[src/sv/tcpr_pkg.sv]
// Shared types, constants and helpers for the text console with progress row.
// No dependencies; every other file imports this package.
package tcpr_pkg;

  localparam int COLUMNS = 32;
  localparam int ROWS = 16;
  localparam int CELLS = ROWS * COLUMNS;
  localparam int ADDR_W = $clog2(CELLS);
  localparam int COL_W = $clog2(COLUMNS);
  localparam int ROW_W = $clog2(ROWS);

  localparam int TEXT_LAST_ROW = ROWS - 2;
  localparam int BAR_ROW = ROWS - 1;
  localparam int COPY_CELLS = CELLS - (2 * COLUMNS);
  localparam int BAR_START = 8;
  localparam int BAR_SPAN = 15;

  localparam logic [7:0] FULL_BLOCK = 8'd7;
  localparam logic [7:0] SPACE = 8'h20;
  localparam logic [7:0] NEWLINE = 8'd10;

  localparam logic [5:0] BITS_MIN = 6'd7;
  localparam logic [5:0] BITS_MAX = 6'd32;

  localparam int QDEPTH = 2;
  localparam int QPTR_W = (QDEPTH > 1) ? $clog2(QDEPTH) : 1;
  localparam int QCNT_W = $clog2(QDEPTH + 1);

  typedef enum logic [1:0] {
    REQ_PUT   = 2'd0,
    REQ_CLEAR = 2'd1,
    REQ_BAR   = 2'd2,
    REQ_READ  = 2'd3
  } req_t;

  // A request after classification by the front end.
  typedef struct packed {
    req_t              op;
    logic              newline;
    logic [7:0]        ch;
    logic [3:0]        full;
    logic [2:0]        part;
    logic [ADDR_W-1:0] addr;
  } cmd_t;

  typedef struct packed {
    logic empty;
    logic full;
  } q_stat_t;

  function automatic logic [ADDR_W-1:0] cell_addr(input logic [ROW_W-1:0] r,
                                                  input logic [COL_W-1:0] c);
    return ADDR_W'(int'(r) * COLUMNS + int'(c));
  endfunction

endpackage

[src/sv/tcpr_req_if.sv]
// Request channel: valid/ready handshake carrying one console request.
// Depends on tcpr_pkg for the address width.
interface tcpr_req_if import tcpr_pkg::*; ();
  logic              valid;
  logic              ready;
  logic [1:0]        req_type;
  logic [7:0]        char_code;
  logic [31:0]       progress_value;
  logic [5:0]        progress_bits;
  logic [ADDR_W-1:0] cell_address;

  modport source (output valid, req_type, char_code, progress_value, progress_bits,
                  cell_address, input ready);
  modport sink (input valid, req_type, char_code, progress_value, progress_bits,
                cell_address, output ready);
endinterface

[src/sv/tcpr_front.sv]
// Front end: accepts requests and classifies them into commands for the queue.
// Depends on tcpr_pkg and tcpr_req_if.
module tcpr_front import tcpr_pkg::*; (
  tcpr_req_if.sink  req,
  input  q_stat_t   qs,
  input  logic      init_busy,
  output logic      push,
  output cmd_t      cmd
);

  logic [5:0]  bits_c;
  logic [31:0] sh_full;
  logic [31:0] sh_part;

  // Clamp the significant width, then pick the bar fields out of the value.
  always_comb begin
    if (req.progress_bits < BITS_MIN) begin
      bits_c = BITS_MIN;
    end else if (req.progress_bits > BITS_MAX) begin
      bits_c = BITS_MAX;
    end else begin
      bits_c = req.progress_bits;
    end
  end

  assign sh_full = req.progress_value >> (bits_c - 6'd4);
  assign sh_part = req.progress_value >> (bits_c - 6'd7);

  assign req.ready = !qs.full && !init_busy;
  assign push = req.valid && req.ready;

  always_comb begin
    cmd.op      = req_t'(req.req_type);
    cmd.newline = (req.char_code == NEWLINE);
    cmd.ch      = req.char_code;
    cmd.full    = sh_full[3:0];
    cmd.part    = sh_part[2:0];
    cmd.addr    = req.cell_address;
  end

endmodule

[src/flat_wrapper.sv]
// flat-port wrapper written by rule: the top's interface ports become plain ports
module tcpr_front_flat import tcpr_pkg::*;
  (qs, init_busy, push, cmd, req_valid, req_req_type, req_char_code, req_progress_value, req_progress_bits, req_cell_address, req_ready);
  tcpr_req_if req_i ();
  input  q_stat_t qs;
  input  logic init_busy;
  output logic push;
  output cmd_t cmd;
  input wire logic [$bits(req_i.valid)-1:0] req_valid;
  input wire logic [$bits(req_i.req_type)-1:0] req_req_type;
  input wire logic [$bits(req_i.char_code)-1:0] req_char_code;
  input wire logic [$bits(req_i.progress_value)-1:0] req_progress_value;
  input wire logic [$bits(req_i.progress_bits)-1:0] req_progress_bits;
  input wire logic [$bits(req_i.cell_address)-1:0] req_cell_address;
  output wire logic [$bits(req_i.ready)-1:0] req_ready;
  assign req_i.valid = req_valid;
  assign req_i.req_type = req_req_type;
  assign req_i.char_code = req_char_code;
  assign req_i.progress_value = req_progress_value;
  assign req_i.progress_bits = req_progress_bits;
  assign req_i.cell_address = req_cell_address;
  assign req_ready = req_i.ready;
  tcpr_front u_core (.req(req_i), .qs(qs), .init_busy(init_busy), .push(push), .cmd(cmd));
endmodule
[config.mk]
export PLATFORM = sky130hd
export DESIGN_NAME = tcpr_front_flat
export DESIGN_NICKNAME = d
export VERILOG_FILES = /design/src/sv/tcpr_pkg.sv /design/src/sv/tcpr_req_if.sv /design/src/sv/tcpr_front.sv /design/src/flat_wrapper.sv
export SDC_FILE = /design/constraint.sdc
export NUM_CORES = 1
export LEC_CHECK = 0
export BUFFER_PORTS_ARGS = -buffer_cell sky130_fd_sc_hd__buf_2
export CORE_MARGIN = 8
export CORE_UTILIZATION = 47
export DETAILED_ROUTE_END_ITERATION = 6
export PLACE_DENSITY = 0.9
export SLEW_MARGIN = 20
export SYNTH_ARGS = -nofsm -noshare
export SYNTH_HDL_FRONTEND = slang
export SYNTH_SLANG_ARGS = --single-unit
[constraint.sdc]
create_clock -name vclk -period 3
set_input_delay 0 -clock vclk [all_inputs]
set_output_delay 0 -clock vclk [all_outputs]
set_load 0.03 [all_outputs]
==> impl_metrics.tcl <==
set metrics [dict create \
    first_pass_iters 6 \
    holdPathEnd "cmd[2]" \
    muxShareOfSynthArea_pct 11.3 \
    end_kind "primary output" \
    synth_top_family_by_area "compound AO/OA/AOI/OAI gates" \
    dp_slack_ns 0.341 \
    clkbuf_count 0 \
    postRouteAntennaNets 0 \
    wl_per_cell_um 20.7 \
    synthAdderAreaFrac_pct 1.90 \
    initial_core_util_pct 49.1 \
    drive_above_1_share_pct 28.7 \
    relSlewSlack_pct 43.7 \
    crit_path_start_kind "primary input" \
    seq_area_sq_um 0 \
    core_region_area_sq_mm 0.00403 \
    ys_seq_area_share_pct 0 \
    drtIter0Drc 510 \
    min_from "req_cell_address[2]" \
    hpwl_mm 6.16 \
    synth_warnings 0 \
    synth_compound_area_share_pct 38.1 \
    fin_nets 394 \
    io_pins 90 \
    drc_errors 0 \
    vias_per_cell 7.12 \
    vias 2692 \
    synth_cells 295 \
    die_area_sq_mm 0.00654 \
    cellPowerDensity_mw_per_mm2 240 \
    fp-row-count 23 \
    finalSetupViolations 0 \
    status "completed" \
    grt_pass1_wl_mm 12.2 \
    gp_congestion 0.984 \
    crit_path_max_fanout 13 \
    path_class "primary input to primary output" \
    fp.dieH_um 80.9 \
    synth_top_area_share_pct 8.72 \
    peakVddDrop_uv 149 \
    grt_usage_pct 22.4 \
    yosys-top-cells-count "nand2_1 (46), nand3_1 (30), buf_4 (20), a21oi_1 (15), o21ai_0 (14)" \
    synth-simple-area-share_pct 32.4 \
    yosys.area.top_type "nand2_1" \
    grt_max_degree 32 \
    syn_avg_cell_area_sq_um 6.71 \
    critical_path_arrival_ns 2.71 \
    syn_nets 359 \
    num_antenna_cells 0 \
    hp-class "primary input to primary output" \
    io_buffer_count 67 \
    synth_area_sq_mm 0.00198 \
    ctsResizeCount 0 \
    antenna_found_initial 0 \
    syn2layout_area_growth_pct 9.61 \
    grt-ovfl-total 0 \
    synthXorXnorAreaFrac_pct 1.71 \
    grt_pass1_vias 2532 \
    drv_slew 0 \
    yosys-top-cells-area "nand2_1 (8.7%), buf_4 (7.6%), nand3_1 (7.6%), mux2i_1 (4.0%), a21oi_1 (3.8%)" \
    fin_setup_tns_ns 0 \
    drv_cap 0 \
    crit_slowest_cell "a221oi_4" \
    ys_types 70 \
    design.seq.count 0 \
    nFillCells 419 \
    die_x_um 80.9 \
    fin_crit_ns 2.71 \
    cp_slowest_stage_delay_ns 0.60 \
    cts_hold_buf 0 \
    fin_util_pct 53.9 \
    crit_chain "buf_2 -> or2_1 -> nor2b_4 -> nor2_1 -> ha_1 -> nor2b_1 -> a221oi_4 -> a311o_1 -> o2bb2ai_1 -> nor4_2 -> buf_2" \
    finalWorstSetupSlack_ns 0.295 \
    fmax_mhz 370 \
    wirelength_mm 7.83 \
    whs_path_depth 0 \
    crit_top_cell "buf_2" \
    synth_most_common_cell "nand2_1" \
    rsz0062_at_grt "no" \
    required_ns 3.00 \
    worst_slew_pin_slew_ns 0.838 \
    hold_violations 0 \
    power.leakage_uw 0.000929 \
    fin_crit_sh_pct 90.2 \
    postCtsSetupRepairBufs 0 \
]
cell type report:
cell class	instances	area, sq um	share of cell area [%]
Inverter	6	22.5	1.04
Multi-Input combinational cell	247	1690	77.9
Tap cell	50	62.6	2.88
Timing Repair Buffer	75	395	18.2
critical path: cells and delay by family:
| family | cells | cell delay, ns |
|---|---|---|
| simple gates | 5 | 0.97 |
| buf+inv | 2 | 0.42 |
| compound gates | 3 | 1.03 |
| fa+ha+maj | 1 | 0.28 |
per-stage QoR:
step / instances / hold slack, ns / power [uW] / instance area, sq um
floorplan: 295 / 0.112 / 392 / 1980
global placement: 378 / 0.000222 / 501 / 2170
detailed placement: 378 / 0.000222 / 507 / 2170
CTS: 378 / 0.000222 / 509 / 2170
global route: 378 / 0.0000523 / 556 / 2170
finish: 378 / 0.0000132 / 521 / 2170
worst max-delay path by stage:
stage                              start      end  slack (ns)  depth (start not counted)
floorplan           req_progress_bits[3]  cmd[11]        0.48                         14
global placement    req_progress_bits[3]  cmd[11]        0.45                         11
detailed placement  req_progress_bits[3]  cmd[11]        0.34                         11
CTS                 req_progress_bits[3]  cmd[11]        0.34                         11
global route        req_progress_bits[3]  cmd[11]        0.15                         11
finish              req_progress_bits[3]  cmd[11]        0.29                         11
cells by family (layout without fill, tap and decap cells):
kind of cell / count (synthesis) / after routing
mux: 15 / 15
buf+inv: 48 / 81
xor+xnor: 3 / 3
fa+ha+maj: 3 / 3
simple gates: 127 / 127
compound gates: 99 / 99
report_power, final:
part | internal [uW] | switching (uW) | total (uW) | leakage, uW
clock | 0 | 0 | 0 | 0
sequential | 0 | 0 | 0 | 0
combinational | 189 | 332 | 521 | 0.000929
cell usage in the layout (no fill, tap or decap), types with 3 or more instances in the layout:
cell type,synthesis,layout
a31oi_1,4,4
a211oi_1,5,5
nand2_1,46,46
a21boi_0,5,5
nand2b_1,3,3
a22oi_1,5,5
and2_1,4,4
a21oi_1,15,15
o21ai_0,14,14
a32oi_1,5,5
nand3_1,30,30
o22ai_1,4,4
nand4_1,7,7
buf_4,20,8
a221oi_1,4,4
mux4_2,3,3
buf_2,10,67
ha_1,3,3
inv_1,4,4
nor2_1,9,9
and3_1,9,9
nor3_1,5,5
a311oi_1,7,7
o221ai_1,3,3
mux2i_1,8,8
routing by layer:
metal / GRT usage (%) / routed length, um / part of all wire [%]
met1: 28.3 / 2960 / 38
met2: 37.9 / 3770 / 48
met3: 3.20 / 868 / 11
met4: 7.14 / 232 / 3.0
met5: 0 / 0 / 0
Note: power is estimated with default switching activity, not from simulation.
