$ cat config.mk
export PLATFORM = sky130hd
export DESIGN_NAME = tcpr_queue
export DESIGN_NICKNAME = d
export VERILOG_FILES = /design/src/sv/tcpr_pkg.sv /design/src/sv/tcpr_queue.sv
export SDC_FILE = /design/constraint.sdc
export NUM_CORES = 1
export LEC_CHECK = 0
export ABC_AREA = 1
export BUFFER_PORTS_ARGS = -buffer_cell sky130_fd_sc_hd__buf_4
export CORE_MARGIN = 4
export CORE_UTILIZATION = 54
export CTS_BUF_LIST = sky130_fd_sc_hd__clkbuf_8
export DETAILED_ROUTE_END_ITERATION = 16
export GPL_TIMING_DRIVEN = 0
export PLACE_DENSITY = 0.84
export SETUP_SLACK_MARGIN = 0.3
export SYNTH_ARGS = -nofsm -noshare
export SYNTH_HDL_FRONTEND = slang
export SYNTH_SLANG_ARGS = --single-unit
$ cat constraint.sdc
create_clock -name clk -period 2.4 [get_ports clk]
set_clock_uncertainty 0.15 [all_clocks]
set_input_delay 0.36 -clock clk [delete_from_list [all_inputs] [get_ports clk]]
set_output_delay 0.36 -clock clk [all_outputs]
set_load 0.01 [all_outputs]
$ cat src/sv/tcpr_pkg.sv
// Shared types, constants and helpers for the text console with progress row.
// No dependencies; every other file imports this package.
package tcpr_pkg;

  localparam int COLUMNS = 32;
  localparam int ROWS = 16;
  localparam int CELLS = ROWS * COLUMNS;
  localparam int ADDR_W = $clog2(CELLS);
  localparam int COL_W = $clog2(COLUMNS);
  localparam int ROW_W = $clog2(ROWS);

  localparam int TEXT_LAST_ROW = ROWS - 2;
  localparam int BAR_ROW = ROWS - 1;
  localparam int COPY_CELLS = CELLS - (2 * COLUMNS);
  localparam int BAR_START = 8;
  localparam int BAR_SPAN = 15;

  localparam logic [7:0] FULL_BLOCK = 8'd7;
  localparam logic [7:0] SPACE = 8'h20;
  localparam logic [7:0] NEWLINE = 8'd10;

  localparam logic [5:0] BITS_MIN = 6'd7;
  localparam logic [5:0] BITS_MAX = 6'd32;

  localparam int QDEPTH = 2;
  localparam int QPTR_W = (QDEPTH > 1) ? $clog2(QDEPTH) : 1;
  localparam int QCNT_W = $clog2(QDEPTH + 1);

  typedef enum logic [1:0] {
    REQ_PUT   = 2'd0,
    REQ_CLEAR = 2'd1,
    REQ_BAR   = 2'd2,
    REQ_READ  = 2'd3
  } req_t;

  // A request after classification by the front end.
  typedef struct packed {
    req_t              op;
    logic              newline;
    logic [7:0]        ch;
    logic [3:0]        full;
    logic [2:0]        part;
    logic [ADDR_W-1:0] addr;
  } cmd_t;

  typedef struct packed {
    logic empty;
    logic full;
  } q_stat_t;

  function automatic logic [ADDR_W-1:0] cell_addr(input logic [ROW_W-1:0] r,
                                                  input logic [COL_W-1:0] c);
    return ADDR_W'(int'(r) * COLUMNS + int'(c));
  endfunction

endpackage

$ cat src/sv/tcpr_queue.sv
// Short command queue between the front end and the back end.
// Depends on tcpr_pkg for cmd_t, q_stat_t and the depth.
module tcpr_queue import tcpr_pkg::*; (
  input  logic    clk,
  input  logic    rst,
  input  logic    push,
  input  cmd_t    din,
  input  logic    pop,
  output cmd_t    head,
  output q_stat_t qs
);

  cmd_t              slots [QDEPTH];
  logic [QPTR_W-1:0] wr_ptr;
  logic [QPTR_W-1:0] rd_ptr;
  logic [QCNT_W-1:0] count;

  function automatic logic [QPTR_W-1:0] bump(input logic [QPTR_W-1:0] p);
    return (int'(p) == QDEPTH - 1) ? '0 : QPTR_W'(int'(p) + 1);
  endfunction

  always_ff @(posedge clk) begin
    if (rst) begin
      wr_ptr <= '0;
      rd_ptr <= '0;
      count  <= '0;
    end else begin
      if (push) begin
        wr_ptr <= bump(wr_ptr);
      end
      if (pop) begin
        rd_ptr <= bump(rd_ptr);
      end
      if (push && !pop) begin
        count <= count + 1'b1;
      end else if (pop && !push) begin
        count <= count - 1'b1;
      end
    end
  end

  always_ff @(posedge clk) begin
    if (push) begin
      slots[wr_ptr] <= din;
    end
  end

  assign head     = slots[rd_ptr];
  assign qs.empty = (count == '0);
  assign qs.full  = (int'(count) == QDEPTH);

  a_no_overflow: assert property (@(posedge clk) disable iff (rst)
    push |-> (!qs.full || pop))
    else $error("command queue written while full");

  a_no_underflow: assert property (@(posedge clk) disable iff (rst)
    pop |-> (count != '0))
    else $error("command queue read while empty");

  a_count_step: assert property (@(posedge clk) disable iff (rst)
    (push && !pop) |=> (count == $past(count) + 1'b1))
    else $error("queue fill count did not follow a push");

endmodule

==> impl_metrics.py <==
metrics = {
    "hold_path": {
        "hp-class": "input pin to flip-flop",
    },
    "critical_path": {
        "cp_cell_sequence": "buf_6 > buf_12 > mux2_4 > buf_4",
        "cp_max_fo": 10,
        "startpoint_type": "flip-flop",
        "critPathKind": "flip-flop to output pin",
        "worstPathRequired_ns": 1.89,
        "slowest_delay_ns": 0.32,
        "cp_num_buf_inv": 3,
        "arrival_ns": 1.42,
        "worst_path_max_delay_cell": "dfxtp_1",
        "endpoint_kind": "output pin",
        "cp_top_family": "buffers and inverters",
    },
    "floorplanning": {
        "top_level_ports": 60,
        "die_h_um": 73.0,
        "start_util_pct": 56.6,
        "dieWidth_um": 73.0,
        "row_count": 23,
        "dieArea_mm2": 0.00532,
        "core_area_mm2": 0.00403,
    },
    "synth": {
        "netlist_instances": 117,
        "dominantRegCellSynth": "edfxtp_1",
        "synth-compound-area-share_pct": 0.439,
        "ys_top_cells_by_count": "54 x edfxtp_1, 20 x mux2_4, 9 x inv_1, 7 x mux2_2, 7 x nor2_1",
        "synth_fa_ha_area_share_pct": 0.549,
        "synth_edf_count": 54,
        "synthMuxAreaShare_pct": 16.6,
        "syn-cell-area_mm2": 0.00228,
        "synth_area_leaders": "edfxtp_1 71%, mux2_4 13%, dfxtp_1 4.4%",
        "synth_xor_area_share_pct": 0.384,
        "netlist-cell-type-count": 16,
        "synth.most_common_cell": "edfxtp_1",
        "synthArstFlopShare_pct": 0,
        "synth-simple-area-share_pct": 2.69,
        "synth_seq_area_share_pct": 75.6,
        "synth_top_cell_by_area": "edfxtp_1",
        "ys.warnings.count": 0,
        "syn_avg_cell_area_um2": 19.5,
        "synth_top_area_share_pct": 71.2,
        "syn-num-nets": 149,
        "synth_top_family_by_area": "multiplexers",
        "ys_ff_latch": 59,
    },
    "grt": {
        "grt-ovfl-total": 0,
        "grt_pass1_vias": 1259,
        "antenna_found_initial": 0,
        "grt.total_usage_pct": 15.2,
        "grt_pass1_wl_um": 5690,
        "grt_max_degree": 29,
    },
    "run_status": {
        "status": "complete, no violations",
    },
    "drt": {
        "vias_per_cell": 4.97,
        "drtIter0Drc": 66,
        "ant_nets": 0,
        "vias": 1202,
        "drc": 0,
        "post_drt_wl_per_cell_um": 15.2,
        "drt-total-wl_um": 3670,
        "drt_pass1_iterations": 4,
    },
    "job": {
        "max_cap_violations": 0,
    },
    "cts": {
        "cts.sinks": 59,
        "cts_hold_buf": 0,
        "clock_latency_ns": 0.33,
        "ctsLongestPathBuffers": 2,
        "tritoncts": "built",
        "clkSlewWorstSetupHoldPaths_ns": 0.06,
        "htree_num_levels": 3,
        "clock-root-buffer": "clkbuf_8",
        "cts_made_buffers": 9,
        "postCtsResizedCells": 0,
        "post_cts_buffers": 0,
    },
    "timing": {
        "drv_slew": 0,
        "rsz0062_at_grt": "no",
        "report.final.setup_viol": 0,
        "finalCriticalPeriod_ns": 1.93,
        "finalHoldViolCount": 0,
        "finalCritPeriodShare_pct": 80.4,
        "max_freq_ghz": 0.518,
        "setup_tns_ns": 0,
        "whs_ns": 0.0635,
        "worst_pin_slew_ns": 1.34,
        "slew_headroom_pct": 10.3,
    },
    "cells_and_area": {
        "finalNetCount": 219,
        "final_area_mm2": 0.00297,
        "num_antenna_cells": 0,
        "drive_gt1_share_pct": 54.2,
        "syn2layout_area_growth_pct": 30.4,
        "nFillCells": 263,
    },
    "power_and_ir_drop": {
        "p_leak_nw": 1.22,
        "powerDensity_mw_per_mm2": 790,
        "p_int_mw": 1.84,
        "switching_share_pct": 21.7,
        "sequentialPowerShare_pct": 51.4,
        "clkPwrFrac_pct": 35.0,
        "irDropWorstVdd_uv": 486,
        "share_comb_of_total_power_pct": 13.7,
        "switchingPower_mw": 0.509,
    },
    "placement": {
        "portBuffers": 59,
        "dpl_cell_area_mm2": 0.00279,
        "gp_congestion": 0.719,
        "hpwl_um": 2600,
    },
}
final timing paths:
| path | from | end | slack, ns | cells past startpoint |
|---|---|---|---|---|
| min reg2reg | wr_ptr$_SDFFE_PP0P_ | wr_ptr$_SDFFE_PP0P_ | 0.39 | 2 |
| max reg2reg | wr_ptr$_SDFFE_PP0P_ | slots[0][2]$_DFFE_PP_ | 0.49 | 1 |
| max | flip-flop | head[4] | 0.47 | 4 |
| min | din[4] | slots[1][4]$_DFFE_PP_ | 0.06 | 1 |
layer usage:
| metal | up-vias | track usage [%] | share of wire [%] |
|---|---|---|---|
| met5 | - | 0 | 0 |
| met4 | 0 | 6.76 | 1.7 |
| met3 | 8 | 6.89 | 7.5 |
| met2 | 46 | 27.1 | 57 |
| met1 | 573 | 15.0 | 34 |
| li1 | 575 | - | - |
cell type report:
class / instances / area (um2) / area share (%)
Buffer: 3 / 51.3 / 1.73
Clock buffer: 9 / 124 / 4.17
Clock inverter: 7 / 60.1 / 2.02
Inverter: 9 / 33.8 / 1.14
Multi-Input combinational cell: 46 / 474 / 16.0
Sequential cell: 59 / 1720 / 58.0
Tap cell: 50 / 62.6 / 2.11
Timing Repair Buffer: 59 / 443 / 14.9
placed cells by master (no fill, tap or decap), drive strengths merged:
| cell | Yosys | routed |
|---|---|---|
| clkinvlp | 0 | 1 |
| mux2 | 27 | 27 |
| edfxtp | 54 | 54 |
| clkinv | 0 | 4 |
| bufinv | 0 | 1 |
| nor2 | 7 | 7 |
| nand3 | 1 | 1 |
| buf | 3 | 62 |
| dfxtp | 5 | 5 |
| inv | 9 | 10 |
| ha | 1 | 1 |
| nand2 | 5 | 5 |
| a21oi | 1 | 1 |
| nand4 | 1 | 1 |
| xnor2 | 1 | 1 |
| clkbuf | 0 | 9 |
| o21ai | 1 | 1 |
| nor3 | 1 | 1 |
through the flow:
| step | util [%] | power [mW] | std cells | worst slack [ns] |
|---|---|---|---|---|
| after global routing | 73.7 | 2.45 | 242 | 0.389 |
| final | 73.7 | 2.35 | 242 | 0.470 |
| after CTS | 73.7 | 2.37 | 242 | 0.439 |
| after floorplan | - | 1.40 | 117 | 0.756 |
| after detailed placement | 69.2 | 1.55 | 226 | 0.306 |
| after global placement | 69.2 | 1.54 | 226 | 0.333 |
sequential cells by signal (all words and copies together), names as in the netlist, named ones only:
register and cells:
count 2, slots 54, wr_ptr 1, rd_ptr 1
power by group through the flow:
stage | combinational [mW] | clock (mW) | sequential, mW
2_1_floorplan | 0.182 | 0 | 1.22
3_3_place_gp | 0.315 | 0 | 1.22
3_5_place_dp | 0.327 | 0 | 1.23
4_1_cts | 0.328 | 0.838 | 1.21
5_1_grt | 0.347 | 0.895 | 1.21
6_report | 0.321 | 0.821 | 1.21
kinds of logic after synthesis:
kind of cell / Yosys count
XOR/XNOR: 1
AND/OR/NAND/NOR: 15
AO/OA/AOI/OAI: 2
multiplexers: 27
adder cells (fa/ha/maj): 1
buffers and inverters: 12
flip-flops: 59
Note: power is estimated with default switching activity, not from simulation.
